<file path="src/rtl/core/m6502dis_pkg.sv">
// Types, code tables and decode functions for the 6502 stream disassembler.
// No dependencies; imported by every module of the block.
`timescale 1ns / 1ps

package m6502dis_pkg;

   typedef enum logic [5:0] {
      OP_ADC, OP_SBC, OP_ORA, OP_AND, OP_EOR, OP_STX, OP_STY, OP_STA,
      OP_LDX, OP_LDY, OP_LDA, OP_CMP, OP_ASL, OP_ROL, OP_LSR, OP_ROR,
      OP_DEC, OP_INC, OP_BIT, OP_JMP, OP_JMPI, OP_CPY, OP_CPX, OP_JSR,
      OP_BPL, OP_BMI, OP_BVC, OP_BVS, OP_BCC, OP_BCS, OP_BNE, OP_BEQ,
      OP_PHP, OP_PLP, OP_PHA, OP_PLA, OP_DEY, OP_TAY, OP_INY, OP_INX,
      OP_CLC, OP_SEC, OP_CLI, OP_SEI, OP_TYA, OP_CLV, OP_CLD, OP_SED,
      OP_TXA, OP_TXS, OP_TAX, OP_TSX, OP_DEX, OP_NOP, OP_RTS, OP_BRK,
      OP_RTI
   } op_type;

   typedef enum logic [3:0] {
      MODE_IMM, MODE_ZP, MODE_ZPX, MODE_ZPY, MODE_REL, MODE_ABS,
      MODE_IZX, MODE_IZY, MODE_ABX, MODE_ABY, MODE_IMP, MODE_ACC
   } mode_type;

   typedef enum logic [1:0] {
      PH_OPCODE, PH_FIRST, PH_SECOND
   } phase_type;

   typedef struct packed {
      logic [7:0] data_byte;
      logic       last_byte;
   } req_type;

   typedef struct packed {
      logic [15:0] instr_address;
      logic [7:0]  opcode_byte;
      logic [5:0]  operation;
      logic [3:0]  address_mode;
      logic [1:0]  operand_count;
      logic [7:0]  operand_low;
      logic [7:0]  operand_high;
      logic [15:0] branch_target;
   } rsp_type;

   typedef struct packed {
      logic [15:0] address;
      logic [7:0]  opcode;
      logic [7:0]  operand_low;
      logic [7:0]  operand_high;
   } entry_type;

   typedef struct packed {
      logic      push;
      entry_type entry;
   } push_type;

   typedef struct packed {
      op_type   oper;
      mode_type mode;
   } decode_type;

   localparam int QUEUE_DEPTH = 4;
   localparam int QUEUE_PTR_W = $clog2(QUEUE_DEPTH);
   localparam int QUEUE_CNT_W = $clog2(QUEUE_DEPTH + 1);

   localparam logic [1:0] CC_GROUP0 = 2'd0;
   localparam logic [1:0] CC_GROUP1 = 2'd1;
   localparam logic [1:0] CC_GROUP2 = 2'd2;

   localparam logic [2:0] BBB_IMM  = 3'd0;
   localparam logic [2:0] BBB_ZP   = 3'd1;
   localparam logic [2:0] BBB_ACC  = 3'd2;
   localparam logic [2:0] BBB_ABS  = 3'd3;
   localparam logic [2:0] BBB_ZPX  = 3'd5;
   localparam logic [2:0] BBB_ABX  = 3'd7;
   localparam logic [2:0] AAA_STX  = 3'd4;
   localparam logic [2:0] AAA_LDX  = 3'd5;
   localparam logic [4:0] BRANCH_PATTERN = 5'h10;

   localparam logic [15:0] VALID_ROWS [0:15] = '{
      16'h6763, 16'h6363, 16'h7773, 16'h6363, 16'h7763, 16'h6363, 16'h7763, 16'h6363,
      16'h7572, 16'h2773, 16'h7777, 16'h7773, 16'h7773, 16'h6363, 16'h7773, 16'h6363
   };

   localparam mode_type G1_MODE [0:7] = '{
      MODE_IZX, MODE_ZP, MODE_IMM, MODE_ABS, MODE_IZY, MODE_ZPX, MODE_ABY, MODE_ABX
   };
   localparam op_type G1_OP [0:7] = '{
      OP_ORA, OP_AND, OP_EOR, OP_ADC, OP_STA, OP_LDA, OP_CMP, OP_SBC
   };
   localparam op_type G2_OP [0:7] = '{
      OP_ASL, OP_ROL, OP_LSR, OP_ROR, OP_STX, OP_LDX, OP_DEC, OP_INC
   };
   localparam op_type G0_OP [0:7] = '{
      OP_ADC, OP_BIT, OP_JMP, OP_JMPI, OP_STY, OP_LDY, OP_CPY, OP_CPX
   };

   function automatic logic opcode_valid(input logic [7:0] opc);
      logic [15:0] row;
      row = VALID_ROWS[opc[7:4]];
      return row[opc[3:0]];
   endfunction

   function automatic decode_type decode(input logic [7:0] opc);
      logic [1:0] cc;
      logic [2:0] aaa;
      logic [2:0] bbb;
      logic       xy;
      decode_type d;
      cc  = opc[1:0];
      aaa = opc[7:5];
      bbb = opc[4:2];
      xy  = (aaa == AAA_STX) || (aaa == AAA_LDX);
      d.oper = OP_ADC;
      d.mode = MODE_IMP;
      case (cc)
         CC_GROUP1: begin
            d.mode = G1_MODE[bbb];
            d.oper = G1_OP[aaa];
         end
         CC_GROUP2: begin
            d.oper = G2_OP[aaa];
            case (bbb)
               BBB_IMM: d.mode = MODE_IMM;
               BBB_ZP:  d.mode = MODE_ZP;
               BBB_ACC: d.mode = MODE_ACC;
               BBB_ABS: d.mode = MODE_ABS;
               BBB_ZPX: d.mode = xy ? MODE_ZPY : MODE_ZPX;
               BBB_ABX: d.mode = xy ? MODE_ABY : MODE_ABX;
               default: ;
            endcase
         end
         CC_GROUP0: begin
            d.oper = G0_OP[aaa];
            case (bbb)
               BBB_IMM: d.mode = MODE_IMM;
               BBB_ZP:  d.mode = MODE_ZP;
               BBB_ABS: d.mode = MODE_ABS;
               BBB_ZPX: d.mode = MODE_ZPX;
               BBB_ABX: d.mode = MODE_ABX;
               default: ;
            endcase
         end
         default: ;
      endcase
      if (opc[4:0] == BRANCH_PATTERN) begin
         d.oper = op_type'(6'(OP_BPL) + 6'(aaa));
         d.mode = MODE_REL;
      end
      unique case (opc)
         8'h08: begin d.oper = OP_PHP; d.mode = MODE_IMP; end
         8'h28: begin d.oper = OP_PLP; d.mode = MODE_IMP; end
         8'h48: begin d.oper = OP_PHA; d.mode = MODE_IMP; end
         8'h68: begin d.oper = OP_PLA; d.mode = MODE_IMP; end
         8'h88: begin d.oper = OP_DEY; d.mode = MODE_IMP; end
         8'hA8: begin d.oper = OP_TAY; d.mode = MODE_IMP; end
         8'hC8: begin d.oper = OP_INY; d.mode = MODE_IMP; end
         8'hE8: begin d.oper = OP_INX; d.mode = MODE_IMP; end
         8'h18: begin d.oper = OP_CLC; d.mode = MODE_IMP; end
         8'h38: begin d.oper = OP_SEC; d.mode = MODE_IMP; end
         8'h58: begin d.oper = OP_CLI; d.mode = MODE_IMP; end
         8'h78: begin d.oper = OP_SEI; d.mode = MODE_IMP; end
         8'h98: begin d.oper = OP_TYA; d.mode = MODE_IMP; end
         8'hB8: begin d.oper = OP_CLV; d.mode = MODE_IMP; end
         8'hD8: begin d.oper = OP_CLD; d.mode = MODE_IMP; end
         8'hF8: begin d.oper = OP_SED; d.mode = MODE_IMP; end
         8'h8A: begin d.oper = OP_TXA; d.mode = MODE_IMP; end
         8'h9A: begin d.oper = OP_TXS; d.mode = MODE_IMP; end
         8'hAA: begin d.oper = OP_TAX; d.mode = MODE_IMP; end
         8'hBA: begin d.oper = OP_TSX; d.mode = MODE_IMP; end
         8'hCA: begin d.oper = OP_DEX; d.mode = MODE_IMP; end
         8'hEA: begin d.oper = OP_NOP; d.mode = MODE_IMP; end
         8'h60: begin d.oper = OP_RTS; d.mode = MODE_IMP; end
         8'h00: begin d.oper = OP_BRK; d.mode = MODE_IMP; end
         8'h40: begin d.oper = OP_RTI; d.mode = MODE_IMP; end
         8'h20: begin d.oper = OP_JSR; d.mode = MODE_ABS; end
         default: ;
      endcase
      return d;
   endfunction

   function automatic logic [1:0] mode_len(input mode_type m);
      logic [1:0] len;
      unique case (m) inside
         MODE_IMM, MODE_ZP, MODE_ZPX, MODE_ZPY, MODE_REL, MODE_IZX, MODE_IZY:
            len = 2'd1;
         MODE_ABS, MODE_ABX, MODE_ABY:
            len = 2'd2;
         default:
            len = 2'd0;
      endcase
      return len;
   endfunction

endpackage

</file>
<file path="src/rtl/core/m6502dis_front.sv">
// Front end: takes image bytes, tracks opcode/operand phase and image position,
// and pushes assembled instructions to the queue. Depends on m6502dis_pkg.
`timescale 1ns / 1ps

module m6502dis_front (
   input  logic                  clock,
   input  logic                  reset,
   input  logic                  accept,
   input  m6502dis_pkg::req_type req_data,
   input  logic                  csr_write_enable,
   input  logic [15:0]           csr_write_data,
   output m6502dis_pkg::push_type push_out
);
   import m6502dis_pkg::*;

   phase_type   phase_ff, phase_in;
   logic [15:0] position_ff, position_in;
   logic [15:0] start_address_ff;
   logic [7:0]  held_opcode_ff, held_opcode_in;
   logic [7:0]  held_operand_ff, held_operand_in;
   logic [15:0] held_address_ff, held_address_in;
   logic        held_two_ff, held_two_in;
   logic [15:0] opcode_address;
   logic [1:0]  opcode_len;

   always_ff @(posedge clock) begin
      if (reset) begin
         phase_ff         <= PH_OPCODE;
         position_ff      <= '0;
         start_address_ff <= '0;
         held_two_ff      <= 1'b0;
      end else begin
         phase_ff    <= phase_in;
         position_ff <= position_in;
         held_two_ff <= held_two_in;
         if (csr_write_enable) begin
            start_address_ff <= csr_write_data;
         end
      end
   end

   always_ff @(posedge clock) begin
      held_opcode_ff  <= held_opcode_in;
      held_operand_ff <= held_operand_in;
      held_address_ff <= held_address_in;
   end

   assign opcode_address = start_address_ff + position_ff;
   assign opcode_len     = mode_len(decode(req_data.data_byte).mode);

   always_comb begin
      phase_in        = phase_ff;
      position_in     = position_ff;
      held_opcode_in  = held_opcode_ff;
      held_operand_in = held_operand_ff;
      held_address_in = held_address_ff;
      held_two_in     = held_two_ff;
      push_out.push               = 1'b0;
      push_out.entry.address      = held_address_ff;
      push_out.entry.opcode       = held_opcode_ff;
      push_out.entry.operand_low  = req_data.data_byte;
      push_out.entry.operand_high = '0;
      if (accept) begin
         position_in = position_ff + 16'd1;
         unique case (phase_ff)
            PH_FIRST: begin
               if (held_two_ff) begin
                  held_operand_in = req_data.data_byte;
                  phase_in        = PH_SECOND;
               end else begin
                  push_out.push = 1'b1;
                  phase_in      = PH_OPCODE;
               end
            end
            PH_SECOND: begin
               push_out.push               = 1'b1;
               push_out.entry.operand_low  = held_operand_ff;
               push_out.entry.operand_high = req_data.data_byte;
               phase_in                    = PH_OPCODE;
            end
            default: begin
               phase_in = PH_OPCODE;
               if (opcode_valid(req_data.data_byte)) begin
                  held_opcode_in  = req_data.data_byte;
                  held_address_in = opcode_address;
                  if (opcode_len == 2'd0) begin
                     push_out.push              = 1'b1;
                     push_out.entry.address     = opcode_address;
                     push_out.entry.opcode      = req_data.data_byte;
                     push_out.entry.operand_low = '0;
                  end else begin
                     phase_in    = PH_FIRST;
                     held_two_in = (opcode_len == 2'd2);
                  end
               end
            end
         endcase
         // drop any unfinished instruction at the image end
         if (req_data.last_byte) begin
            position_in = '0;
            phase_in    = PH_OPCODE;
         end
      end
   end

endmodule

</file>
<file path="src/rtl/core/m6502dis_queue.sv">
// Short instruction queue between front and back ends.
// Depends on m6502dis_pkg for the entry type and depth.
`timescale 1ns / 1ps

module m6502dis_queue (
   input  logic                     clock,
   input  logic                     reset,
   input  m6502dis_pkg::push_type   push_in,
   input  logic                     pop,
   output m6502dis_pkg::entry_type  head,
   output logic                     empty,
   output logic                     full
);
   import m6502dis_pkg::*;

   entry_type                entries_ff [QUEUE_DEPTH];
   logic [QUEUE_PTR_W-1:0]   wr_ptr_ff;
   logic [QUEUE_PTR_W-1:0]   rd_ptr_ff;
   logic [QUEUE_CNT_W-1:0]   count_ff;
   logic                     do_push;
   logic                     do_pop;

   assign empty   = (count_ff == '0);
   assign full    = (count_ff == QUEUE_CNT_W'(QUEUE_DEPTH));
   assign do_push = push_in.push && !full;
   assign do_pop  = pop && !empty;
   assign head    = entries_ff[rd_ptr_ff];

   always_ff @(posedge clock) begin
      if (reset) begin
         wr_ptr_ff <= '0;
         rd_ptr_ff <= '0;
         count_ff  <= '0;
      end else begin
         if (do_push) begin
            wr_ptr_ff <= wr_ptr_ff + 1'b1;
         end
         if (do_pop) begin
            rd_ptr_ff <= rd_ptr_ff + 1'b1;
         end
         if (do_push && !do_pop) begin
            count_ff <= count_ff + 1'b1;
         end else if (do_pop && !do_push) begin
            count_ff <= count_ff - 1'b1;
         end
      end
   end

   always_ff @(posedge clock) begin
      if (do_push) begin
         entries_ff[wr_ptr_ff] <= push_in.entry;
      end
   end

endmodule

</file>
<file path="src/rtl/core/m6502dis_back.sv">
// Back end: decodes the queued instruction, forms the branch target and
// holds the record in the output register. Depends on m6502dis_pkg.
`timescale 1ns / 1ps

module m6502dis_back (
   input  logic                    clock,
   input  logic                    reset,
   input  m6502dis_pkg::entry_type head,
   input  logic                    empty,
   output logic                    pop,
   output logic                    rsp_valid,
   input  logic                    rsp_stall,
   output m6502dis_pkg::rsp_type   rsp_data
);
   import m6502dis_pkg::*;

   logic       out_valid_ff;
   rsp_type    out_data_ff, out_data_in;
   decode_type dec;

   assign dec = decode(head.opcode);
   assign pop = !empty && (!out_valid_ff || !rsp_stall);

   always_comb begin
      out_data_in.instr_address = head.address;
      out_data_in.opcode_byte   = head.opcode;
      out_data_in.operation     = 6'(dec.oper);
      out_data_in.address_mode  = 4'(dec.mode);
      out_data_in.operand_count = mode_len(dec.mode);
      out_data_in.operand_low   = head.operand_low;
      out_data_in.operand_high  = head.operand_high;
      out_data_in.branch_target = '0;
      if (dec.mode == MODE_REL) begin
         out_data_in.branch_target = head.address + 16'd2
                                   + {{8{head.operand_low[7]}}, head.operand_low};
      end
   end

   always_ff @(posedge clock) begin
      if (reset) begin
         out_valid_ff <= 1'b0;
      end else if (pop) begin
         out_valid_ff <= 1'b1;
      end else if (!rsp_stall) begin
         out_valid_ff <= 1'b0;
      end
   end

   always_ff @(posedge clock) begin
      if (pop) begin
         out_data_ff <= out_data_in;
      end
   end

   assign rsp_valid = out_valid_ff;
   assign rsp_data  = out_data_ff;

endmodule

</file>
<file path="src/rtl/core/mos6502_stream_disassembler_top.sv">
// A completed record is written into the queue, then into the output register.
// Throughput: one image byte per cycle while the queue is not full, one record per cycle
//   while rsp_stall is low; the front end and a 4-entry queue to the decode/output stage set this.
// req_stall rises only when the queue is full; rsp_stall does not reach it directly.
// Reset (synchronous): clears phase, image position, start address, queue and output.
// No clearing pass; the block takes bytes on the first cycle after reset.
`timescale 1ns / 1ps

module mos6502_stream_disassembler_top (
   input  logic                  clock,
   input  logic                  reset,
   input  logic                  req_valid,
   output logic                  req_stall,
   input  m6502dis_pkg::req_type req_data,
   output logic                  rsp_valid,
   input  logic                  rsp_stall,
   output m6502dis_pkg::rsp_type rsp_data,
   input  logic                  csr_write_enable,
   input  logic [15:0]           csr_write_data
);
   import m6502dis_pkg::*;

   push_type  push;
   entry_type head;
   logic      empty;
   logic      full;
   logic      pop;
   logic      accept;

   assign req_stall = full;
   assign accept    = req_valid && !full;

   m6502dis_front u_front (
      .clock            (clock),
      .reset            (reset),
      .accept           (accept),
      .req_data         (req_data),
      .csr_write_enable (csr_write_enable),
      .csr_write_data   (csr_write_data),
      .push_out         (push)
   );

   m6502dis_queue u_queue (
      .clock   (clock),
      .reset   (reset),
      .push_in (push),
      .pop     (pop),
      .head    (head),
      .empty   (empty),
      .full    (full)
   );

   m6502dis_back u_back (
      .clock     (clock),
      .reset     (reset),
      .head      (head),
      .empty     (empty),
      .pop       (pop),
      .rsp_valid (rsp_valid),
      .rsp_stall (rsp_stall),
      .rsp_data  (rsp_data)
   );

endmodule

</file>
<file path="config.mk">
export PLATFORM = sky130hd
export DESIGN_NAME = mos6502_stream_disassembler_top
export DESIGN_NICKNAME = d
export VERILOG_FILES = /design/src/rtl/core/m6502dis_pkg.sv /design/src/rtl/core/m6502dis_front.sv /design/src/rtl/core/m6502dis_queue.sv /design/src/rtl/core/m6502dis_back.sv /design/src/rtl/core/mos6502_stream_disassembler_top.sv
export SDC_FILE = /design/constraint.sdc
export NUM_CORES = 1
export LEC_CHECK = 0
export BUFFER_PORTS_ARGS = -buffer_cell sky130_fd_sc_hd__buf_2
export CAP_MARGIN = 5
export CORE_MARGIN = 2
export CORE_UTILIZATION = 60
export CTS_BUF_LIST = sky130_fd_sc_hd__clkbuf_8
export CTS_CLUSTER_DIAMETER = 100
export DETAILED_ROUTE_END_ITERATION = 12
export HOLD_SLACK_MARGIN = 0.02
export PLACE_DENSITY = 0.86
export SETUP_SLACK_MARGIN = 0.5
export SYNTH_ARGS = -nofsm -noshare
export SYNTH_HDL_FRONTEND = slang
export SYNTH_SLANG_ARGS = --single-unit
export TNS_END_PERCENT = 50
</file>
<file path="constraint.sdc">
create_clock -name clock -period 12 [get_ports clock]
set_clock_uncertainty 0.1 [all_clocks]
set_input_delay 1.2 -clock clock [delete_from_list [all_inputs] [get_ports clock]]
set_output_delay 1.2 -clock clock [all_outputs]
set_load 0.01 [all_outputs]
</file>
* Yosys cells after proc, flatten, opt, wreduce, memory -nomap -nowiden *
Memory sizes are Yosys's and may differ from the RTL's. A register that Yosys moved wholly into a read port is not among the register bits.
Index checks and enable logic that the tools add are counted.
W data, S select, Z words.

cells by class
  reduce and logical (&&, ||, !) cells = 34
  eq/ne operators = 93
  bitwise gates (word level) = 6
  muxes and demuxes = 52
  magnitude comparators = 5
  add/sub/neg operators = 9

operators by type and width
  operator                 number
  $pmux W10 S26            1
  $eq A8 B8 Y1 const B     28
  $pmux W4 S26             1
  $eq A8 B7 Y1 const B     12
  $mux W33                 2
  $eq A8 B6 Y1 const B     6
  $mux W16                 3
  $pmux W4 S6              2
  $mux W41                 1
  $pmux W4 S5              2
  $mux W6                  6
  $add A16 B16 Y16         2
  $eq A4 B3 Y1 const B     8
  $pmux W10 S3             1
  $eq A3 B3 Y1 const B     9
  $mux W24                 1
  $mux W4                  5
  $add A16 B1 Y16 const B  1
  $add A16 B2 Y16 const B  1
  $eq A4 B2 Y1 const B     4
  $eq A4 B4 Y1 const B     4
  $eq A8 B4 Y1 const B     2
  $eq A8 B5 Y1 const B     2
  $logic_not A8 Y1         2
  other kinds (39)         93

word-level totals
  output and inout bits = 70
  memory bits (writable) = 160
  input port bits = 30
  bits in registers = 143
  memories kept = 7
  logic and storage cells = 225
  memory bits (read-only) = 464

memories
  name                words  width  rd ports  clocked after memory_dff  wr ports  RTL line              text
  (no name shown)     16     16     1         0                         0         m6502dis_pkg.sv:98    row = VALID_ROWS[opc[7:4]];
  u_queue.entries_ff  4      40     1         1                         1         m6502dis_queue.sv:16  entry_type entries_ff [QUEUE_DEPTH];
  (no name shown)     8      6      1         0                         0         m6502dis_pkg.sv:117   d.oper = G1_OP[aaa];
  (no name shown)     8      6      1         0                         0         m6502dis_pkg.sv:120   d.oper = G2_OP[aaa];
  (no name shown)     8      6      1         0                         0         m6502dis_pkg.sv:132   d.oper = G0_OP[aaa];
  (no name shown)     8      4      1         0                         0         m6502dis_pkg.sv:116   d.mode = G1_MODE[bbb];
  1 more memories     -      -      -         -                         -         -

* Longest topological paths before layout *
Gate-level depths: netlist (run 1).

  depth in word-level cells = 20
  mapped depth = 18
  depth with buffers taken out = 15

* Cells and area by module *
A second synthesis (run 1) with hierarchy kept.

second synthesis, totals
  cell total of the unflattened synthesis = 998
  area, all modules = 14322.5 um^2

by module, submodules not included
  module                           area an instance (um^2)  times used  seq. area each (um^2)  cells each
  m6502dis_queue                   6287.3                   1           4984.8                 257
  m6502dis_front                   4078.9                   1           1661.6                 406
  m6502dis_back                    3942.5                   1           2062.0                 334
  mos6502_stream_disassembler_top  13.8                     1           0.0                    1

* Worst setup path after synthesis (run 1) *
No wires, ideal clock.

  path kind = input-to-reg
  start = in rsp_stall
  end = reg u_queue.count_ff[2]
  cell stages on the path = 8
  buffers on the path = 0
  required time = 11829 ps
  arrival = 5914 ps
  setup slack = 5916 ps
  path through = a21oi_1 inv_1 ha_1 inv_1 fa_1 xor2_1 or3_1 a21oi_1

between the ends
  word-level cells in the longest chain between the ends = 7
  elaborated cells on any way between the ends = 9

ends and longest elaborated chain
  item                                                  RTL line                               text
  start, declared                                       mos6502_stream_disassembler_top.sv:16  input logic rsp_stall,
  $logic_not A1 Y1 *                                    m6502dis_back.sv:22                    assign pop = !empty && (!out_valid_ff || !rsp_stall);
  $logic_or A1 B1 Y1 *                                  m6502dis_back.sv:22
  $logic_and A1 B1 Y1 *                                 m6502dis_back.sv:22
  $logic_and A1 B1 Y1 *                                 m6502dis_queue.sv:26                   assign do_pop = pop && !empty;
  $logic_not A1 Y1                                      m6502dis_queue.sv:41                   if (do_push && !do_pop) begin
  $logic_and A1 B1 Y1                                   m6502dis_queue.sv:41
  $mux W3 / $reduce_bool A2 Y1 (equally long branches)  -
  end signal, assigned                                  m6502dis_queue.sv:42                   count_ff <= count_ff + 1'b1;
  end signal, assigned                                  m6502dis_queue.sv:44                   count_ff <= count_ff - 1'b1;
  end, declared                                         m6502dis_queue.sv:19                   logic [QUEUE_CNT_W-1:0] count_ff;

Every way passes the cells marked *; elsewhere a longest branch is shown, timed or not.
A chain may end at the register's enable or synchronous reset.

==> metrics.md, run 1 <==
| Metric | Value |
|---|---|
| Status | finished clean |
| Clock Pin Slew Worst Setup and Hold Paths | 0.06 ns |
| I/O pin cnt | 100 |
| Htree depth | 2 |
| Initial antenna violation count | 0 |
| Final setup fails | 0 |
| DP HPWL | approximately 17 mm |
| Reg-to-reg setup timing slack | between 7 and 8 ns |
| Critical path class | input pin to flop |
| Antenna diode count | 0 |
| CTS Buf Count | 46 |
| Synth cell types | between 70 and 80 |
| Largest family of logic cells by synthesized area | multiplexers |
| Delay-heaviest family, CP | compound AO/OA/AOI/OAI gates |
| Routed Antenna Nets | 0 |
| Crit path capture type | flop |
| GR Util met3 | 0.0300 |
| Levels on crit path | 11 |
| P&R area growth vs syn | 11.7% |
| Crit Reg-Reg Endpoint | u_back.rsp_data[14] |
| Startpoint types | input pin |
| Final worst path period need | 4.72 ns |
| Mux cell area share after synthesis | 0.0971 |
| CP max stage cell | o311ai_0 |
| DR iter-0 viols | 741 |
| Core footprint | ~23000 µm² |
| Worst skew pair latency | between 0.5 and 0.6 ns |
| Max Freq | 212 MHz |
| Critical Path Source | req_data[7] |
| Synth Net Count | between 1k and 1.5k |
| Vias per Instance | ~5.9 |
| Die Wd | roughly 160 µm |
| Synth Area in XOR/XNOR | 0.0225 |
| Least-Margin Pin Slew | ~1.2 ns |
| IO buf count | a little under 100 |
| Total Power | 0.00340 W |
| Post-route cell area | between 15000 and 20000 µm² |
| Worst Setup EP | u_queue.entries_ff[2][9] |
| Via Count | approximately 8.6k |
| Drc violations | 0 |
| Slew Viols, Final | 0 |
| Largest stage delay, worst path | ~0.84 ns |
| RePlAce Congestion | a little over 0.9 |
| # nets final | around 1.2k |
| Most frequent cells in the layout | edfxtp_1 (260), buf_2 (99), nor2_1 (84), ha_1 (70), inv_1 (55) |
| R2r worst-path depth | 14 |
| PostCTS Resize Cnt | 0 |
| CTS tree | done |
| Crit path required time | roughly 12 ns |
| First-pass GRT wire length | 41.8 mm |
| Post-synth EDFFs | between 200 and 300 |
| Critical path buffer and inverter count | 3 |
| Cells after synthesis | between 900 and 1k |
| Die height | ~160 µm |
| Main synth FF type | edfxtp_1 |
| RSZ-0062 raised after global routing | false |
| Compound-Gate Fraction of Synth Area | 0.0782 |
| Crit path max fanout | 25 |
| Gr ovfl total | 0 |
| # rows | between 50 and 60 |
| Total global-route track usage | 0.216 |
| Largest net degree at the start of global routing | between 70 and 80 |
| Critical Path AT | between 4 and 5 ns |
| Clock Sinks | ~310 |
| Final Hold Fails | 0 |
| Max cap viols | 0 |
| Fraction of registers with async set/reset | 0 |
| FF+latch count, synth | around 310 |
| Met1 Resource Use GR | 0.306 |
| Cell area after synthesis | around 14000 µm² |
| DR pass1 iterations | 6 |
| Gr busiest metal | met2 |
| Most common cell after layout, fill and taps aside | edfxtp_1 |
| Cell Pwr Density | about 220 nW/µm² |
| Initial Util | 0.616 |
| Synth Warn # | 0 |
| Synth Area in Simple Gates | 0.0930 |
| Max VDD drop | between 0.2 and 0.3 mV |
| Routed len/inst | between 15 and 20 µm |
| Vias in the first global route | about 8.2k |
| Tcrit/Tclk final | 0.393 |
| CTS Hold Buffers Added | 0 |
| Critical-path cell list | buf_2 > nand2b_1 > a21oi_1 > nor2_1 > o311ai_0 > nand3_1 > inv_1 > and2_1 > buf_4 > a21oi_1 > a22o_1 |
| Met2 global-route usage | 0.348 |
| Bufs on Longest Clock Path | 3 |
| Fillers | 1575 |
| Leak Pwr | 5.95 nW |
| Most frequent cell on the critical path | a21oi_1 |
| Worst Hold Class | flop to flop |
| Post-CTS Setup Repair Bufs | 0 |
| DIE AREA | about 25000 µm² |
| Adder-Cell Fraction of Synth Area | 0.0667 |
| Syn_area_per_cell | 14.2 µm² |
| Post-place instance area | ~15000 µm² |
| Setup TNS | 0 ns |
| Max-slew headroom | 0.228 |
| Register area share after synthesis | 0.620 |
| Clk root buf | clkbuf_8 |
| Final wirelength | ~26 mm |
| Share of layout cells above drive strength 1 | 0.223 |
-- cells in the mapped netlist (8+ instances only) --
| master | instances | area, µm² |
|---|---|---|
| nor2_1 | 84 | 315 |
| dfxtp_1 | 45 | 901 |
| or3_1 | 8 | 50.1 |
| xnor2_1 | 18 | 158 |
| a21oi_1 | 43 | 215 |
| inv_1 | 40 | 150 |
| nand3_1 | 21 | 105 |
| a211oi_1 | 8 | 60.1 |
| mux2i_1 | 18 | 180 |
| and3_1 | 16 | 100 |
| nand2_1 | 43 | 161 |
| mux4_2 | 40 | 901 |
| o21ai_0 | 33 | 165 |
| nor3_1 | 25 | 125 |
| edfxtp_1 | 260 | 7810 |
| ha_1 | 70 | 876 |
| mux2_2 | 25 | 282 |
| nor2b_1 | 13 | 81.3 |
| clkbuf_1 | 26 | 97.6 |
| xor2_1 | 18 | 158 |
-- layer usage --
| layer | vias up | wire, µm |
|---|---|---|
| li1 | 4048 | - |
| met1 | 4180 | 11800 |
| met2 | 294 | 12200 |
| met3 | 53 | 1490 |
| met4 | 0 | 632 |
| met5 | - | 0 |
-- kinds of logic (layout without fill, tap and decap cells) --
group           Yosys count  in the layout
mux                      83             83
simple gates            256            256
xor+xnor                 36             36
flops                   305            305
compound gates          162            162
buf+inv                  76            225
fa+ha+maj                73             73
-- metrics by stage --
stage               hold slack, ns  worst slack, ns  std cells  utilization
floorplan                    0.366             5.92        991            -
global placement             0.385             6.98       1374        0.651
detailed placement           0.399             6.77       1374        0.651
CTS                          0.410             7.36       1453        0.688
global route                 0.438             6.96       1453        0.688
finish                       0.399             7.28       1453        0.688
-- final cells by class --
cell class / count / area, µm² / share of cell area
Tap cell: 313 / 392 / 0.0250
Sequential cell: 305 / 8710 / 0.556
Timing Repair Buffer: 106 / 548 / 0.0350
Multi-Input combinational cell: 610 / 5030 / 0.321
Clock inverter: 25 / 98.8 / 0.00631
Inverter: 40 / 150 / 0.00958
Clock buffer: 54 / 743 / 0.0474
-- worst min-delay path by stage --
stage,end,cells past startpoint,startpoint
detailed placement,u_back.rsp_valid,2,u_back.rsp_valid
finish,u_back.rsp_valid,2,u_back.rsp_valid
global route,u_front.start_address_ff[12],2,u_front.start_address_ff[12]
CTS,u_back.rsp_valid,2,u_back.rsp_valid
global placement,u_back.rsp_valid,2,u_back.rsp_valid
floorplan,u_queue.count_ff[2],2,u_queue.count_ff[2]
-- report_power, final --
part | switching (W) | internal (W)
registers | 0.0000546 | 0.00140
logic | 0.000703 | 0.000473
clock network | 0.000365 | 0.000405
total | 0.00112 | 0.00228
-- worst min-delay path, delay by kind of cell, from the launching register on --
family / cells / cell delay [ns]
AND/OR/NAND/NOR: 1 / 0.06
flip-flops: 1 / 0.34
AO/OA/AOI/OAI: 1 / 0.05
-- sequential cells by signal, indices dropped and copies added, names as in the netlist, named ones only --
signal                    flops
u_queue.entries_ff          160
u_back.rsp_data              68
u_front.held_address_ff      16
u_front.position_ff          16
u_front.start_address_ff     16
u_front.held_opcode_ff        8
u_front.held_operand_ff       8
u_queue.count_ff              3
u_front.phase_ff              2
u_queue.rd_ptr_ff             2
u_queue.wr_ptr_ff             2
u_back.rsp_valid              1
u_front.held_two_ff           1
Power figures use the tool's default switching activity.
==> run 2, diff against run 1 <==
- CORE_UTILIZATION: 60 -> 57
- clock period: 12 -> 4 ns (I/O delays scaled with it)
==> run 2 against run 1 <==
Net effect:
- power increased to 3.5 times the previous value
- register-to-register slack got worse by 7.1 ns
- clock-buffer cell count decreased by 5
- routed wire length increased by 19%
- critical endpoint is now u_back.rsp_data[12]
- largest cell class unchanged
==> metrics.md, run 2 (synthesized netlist as in run 1, its figures left out) <==
| Metric | Value |
|---|---|
| Gr ovfl total | 0 (unchanged) |
| Placed insts | 1392 (+1.3%) |
| Most frequent cells in the layout | edfxtp_1 (260), buf_2 (99), nor2_1 (84), ha_1 (51), clkbuf_8 (49) |
| Total global-route track usage | 0.218 (+0.00205) |
| Initial Util | 0.579 (-0.0374) |
| CTS tree | done |
| Max Freq | 273 MHz |
| RePlAce Congestion | 0.867 (-6.4%) |
| Clock Pin Slew Worst Setup and Hold Paths | 0.06 ns (about the same) |
| DP HPWL | 17.1 mm (+1.5%) |
| Vias per Instance | 6.03 (+2.1%) |
| # nets final | 1287 (+6.2%) |
| Largest net degree at the start of global routing | 71 (-1.4%) |
| Final Hold Fails | 0 (unchanged) |
| Most common cell after layout, fill and taps aside | edfxtp_1 |
| Die height | 161 µm (+2.5%) |
| Largest Register | u_queue.entries_ff |
| Final wirelength | 31.2 mm (+19%) |
| Max VDD drop | 0.342 mV (+34%) |
| Critical Path AT | 3.88 ns (-1.02 ns) |
| Crit path capture type | flop |
| P&R area growth vs syn | 20.6% |
| DIE AREA | 25900 µm² (+5.1%) |
| Die Wd | 161 µm (+2.5%) |
| Clk root buf | clkbuf_8 |
| Min Hold Slack | 0.0358 ns (-0.363 ns) |
| Post-place instance area | 15000 µm² (+0.93%) |
| Startpoint types | flop |
| Worst Setup EP | u_back.rsp_data[12] |
| Crit path max fanout | 6 (-76%) |
| Crit Reg-Reg Endpoint | u_back.rsp_data[12] |
| DR iter-0 viols | 872 (+18%) |
| Final setup fails | 0 (unchanged) |
| Final Util | 0.698 (+0.0101) |
| Max cap viols | 0 (unchanged) |
| Max reg flops | 160 (unchanged) |
| Hold_sp | csr_write_data[11] |
| RSZ-0062 raised after global routing | true |
| Max-slew headroom | 0.355 (+0.127) |
| Drc violations | 0 (unchanged) |
| Core footprint | 24200 µm² (+6.5%) |
| Via Count | 9286 (+8.3%) |
| IO buf count | 99 (unchanged) |
| DR pass1 iterations | 6 (unchanged) |
| Leak Pwr | 6.41 nW (+7.7%) |
| Status | finished clean |
| CTS Buf Count | 47 (+2.2%) |
| Clock Sinks | 305 (unchanged) |
| Cell Pwr Density | 699 nW/µm² (+220%) |
| Reg-to-reg setup timing slack | 0.34 ns (-7.07 ns) |
| Least-Margin Pin Slew | 0.968 ns (-0.191 ns) |
| Crit path required time | 4.22 ns (-7.96 ns) |
| Setup TNS | 0 ns (unchanged) |
| Critical path class | flop to flop |
| I/O pin cnt | 100 (unchanged) |
| # rows | 57 (+3.6%) |
| Post-route insts no fill | 1541 (+6.1%) |
| Routed len/inst | 20.3 µm (+13%) |
| Htree depth | 2 (unchanged) |
| Final worst path period need | 3.66 ns |
| First-pass GRT wire length | 44.8 mm (+7.3%) |
| Initial antenna violation count | 1 (+1) |
| Share of layout cells above drive strength 1 | 0.294 (+0.0716) |
| Bufs on Longest Clock Path | 3 (unchanged) |
| Worst skew pair latency | 0.57 ns (+0.02 ns) |
| Post-route cell area | 16900 µm² (+8.0%) |
| Tcrit/Tclk final | 0.916 |
| Routed Antenna Nets | 0 (unchanged) |
| Worst Hold Class | input pin to flop |
| Slew Viols, Final | 0 (unchanged) |
| Vias in the first global route | 8620 (+5.4%) |
| R2r worst-path depth | 14 (unchanged) |
[run 2: cell count changes in the layout (fill, tap and decap cells not counted), sizes merged]
cell,delta
clkbuf,-4
inv,-2
diode,+1
mux4,+4
clkinv,+6
bufinv,+3
buf,+52
dlygate4sd3,+16
nand3b,+1
[run 2: cell type report]
cell class | count | area, µm²
fillers | 1467 | 7320
clock buffers | 49 | 674
flip-flops and latches | 305 | 8710
well taps | 324 | 405
clock inverters | 32 | 205
inverters | 40 | 155
multi-input cells | 615 | 5520
diodes | 1 | 2.50
repair buffers | 175 | 1250
[run 2: critical path: stages (launching register included)]
cell and delay (ns):
dfxtp_4 0.44, buf_12 0.13, buf_16 0.11, buf_4 0.11
mux4_2 0.56, ha_4 0.32, ha_4 0.22, nor3_2 0.22
nor2_1 0.09, o41a_1 0.14, a221oi_2 0.32, buf_4 0.18
nand2b_1 0.06, a211oi_1 0.34, nor3_2 0.06
[run 2: routing by layer]
metal / routed length (µm) / up-vias / track usage
met1: 12800 / 4441 / 0.295
met4: 1100 / 0 / 0.0925
li1: - / 4222 / -
met3: 2570 / 119 / 0.0429
met5: 0 / - / 0
met2: 14800 / 504 / 0.349
[run 2: per-stage QoR]
step / power, W / worst slack [ns]
final: 0.0118 / 0.336
after global routing: 0.0124 / 0.167
after CTS: 0.0111 / 0.452
after detailed placement: 0.00803 / 0.150
after global placement: 0.00795 / 0.240
after floorplan: 0.00705 / 0.283
[run 2: how the worst min path moves through the flow]
stage	endpoint	slack (ns)	cells past startpoint
2_1_floorplan	u_queue.count_ff[2]	0.37	2
3_3_place_gp	u_front.position_ff[5]	0.38	2
3_5_place_dp	u_queue.count_ff[2]	0.39	2
4_1_cts	u_front.start_address_ff[11]	0.02	3
5_1_grt	u_front.held_operand_ff[7]	0.04	1
6_report	u_front.start_address_ff[11]	0.04	3
[run 2: repair_timing]
action	CTS	global route
hold buffers	16	0
setup buffers	22	21
pin swaps	15	25
cloned	3	4
resized for setup	37	43
hold endpoints to repair	16	0
setup endpoints to repair	18	19
[run 2: where the power goes]
group,total [W],switching [W],internal [W]
combinational,0.00497,0.00276,0.00221
sequential,0.00437,0.000174,0.00420
clock,0.00250,0.00118,0.00132
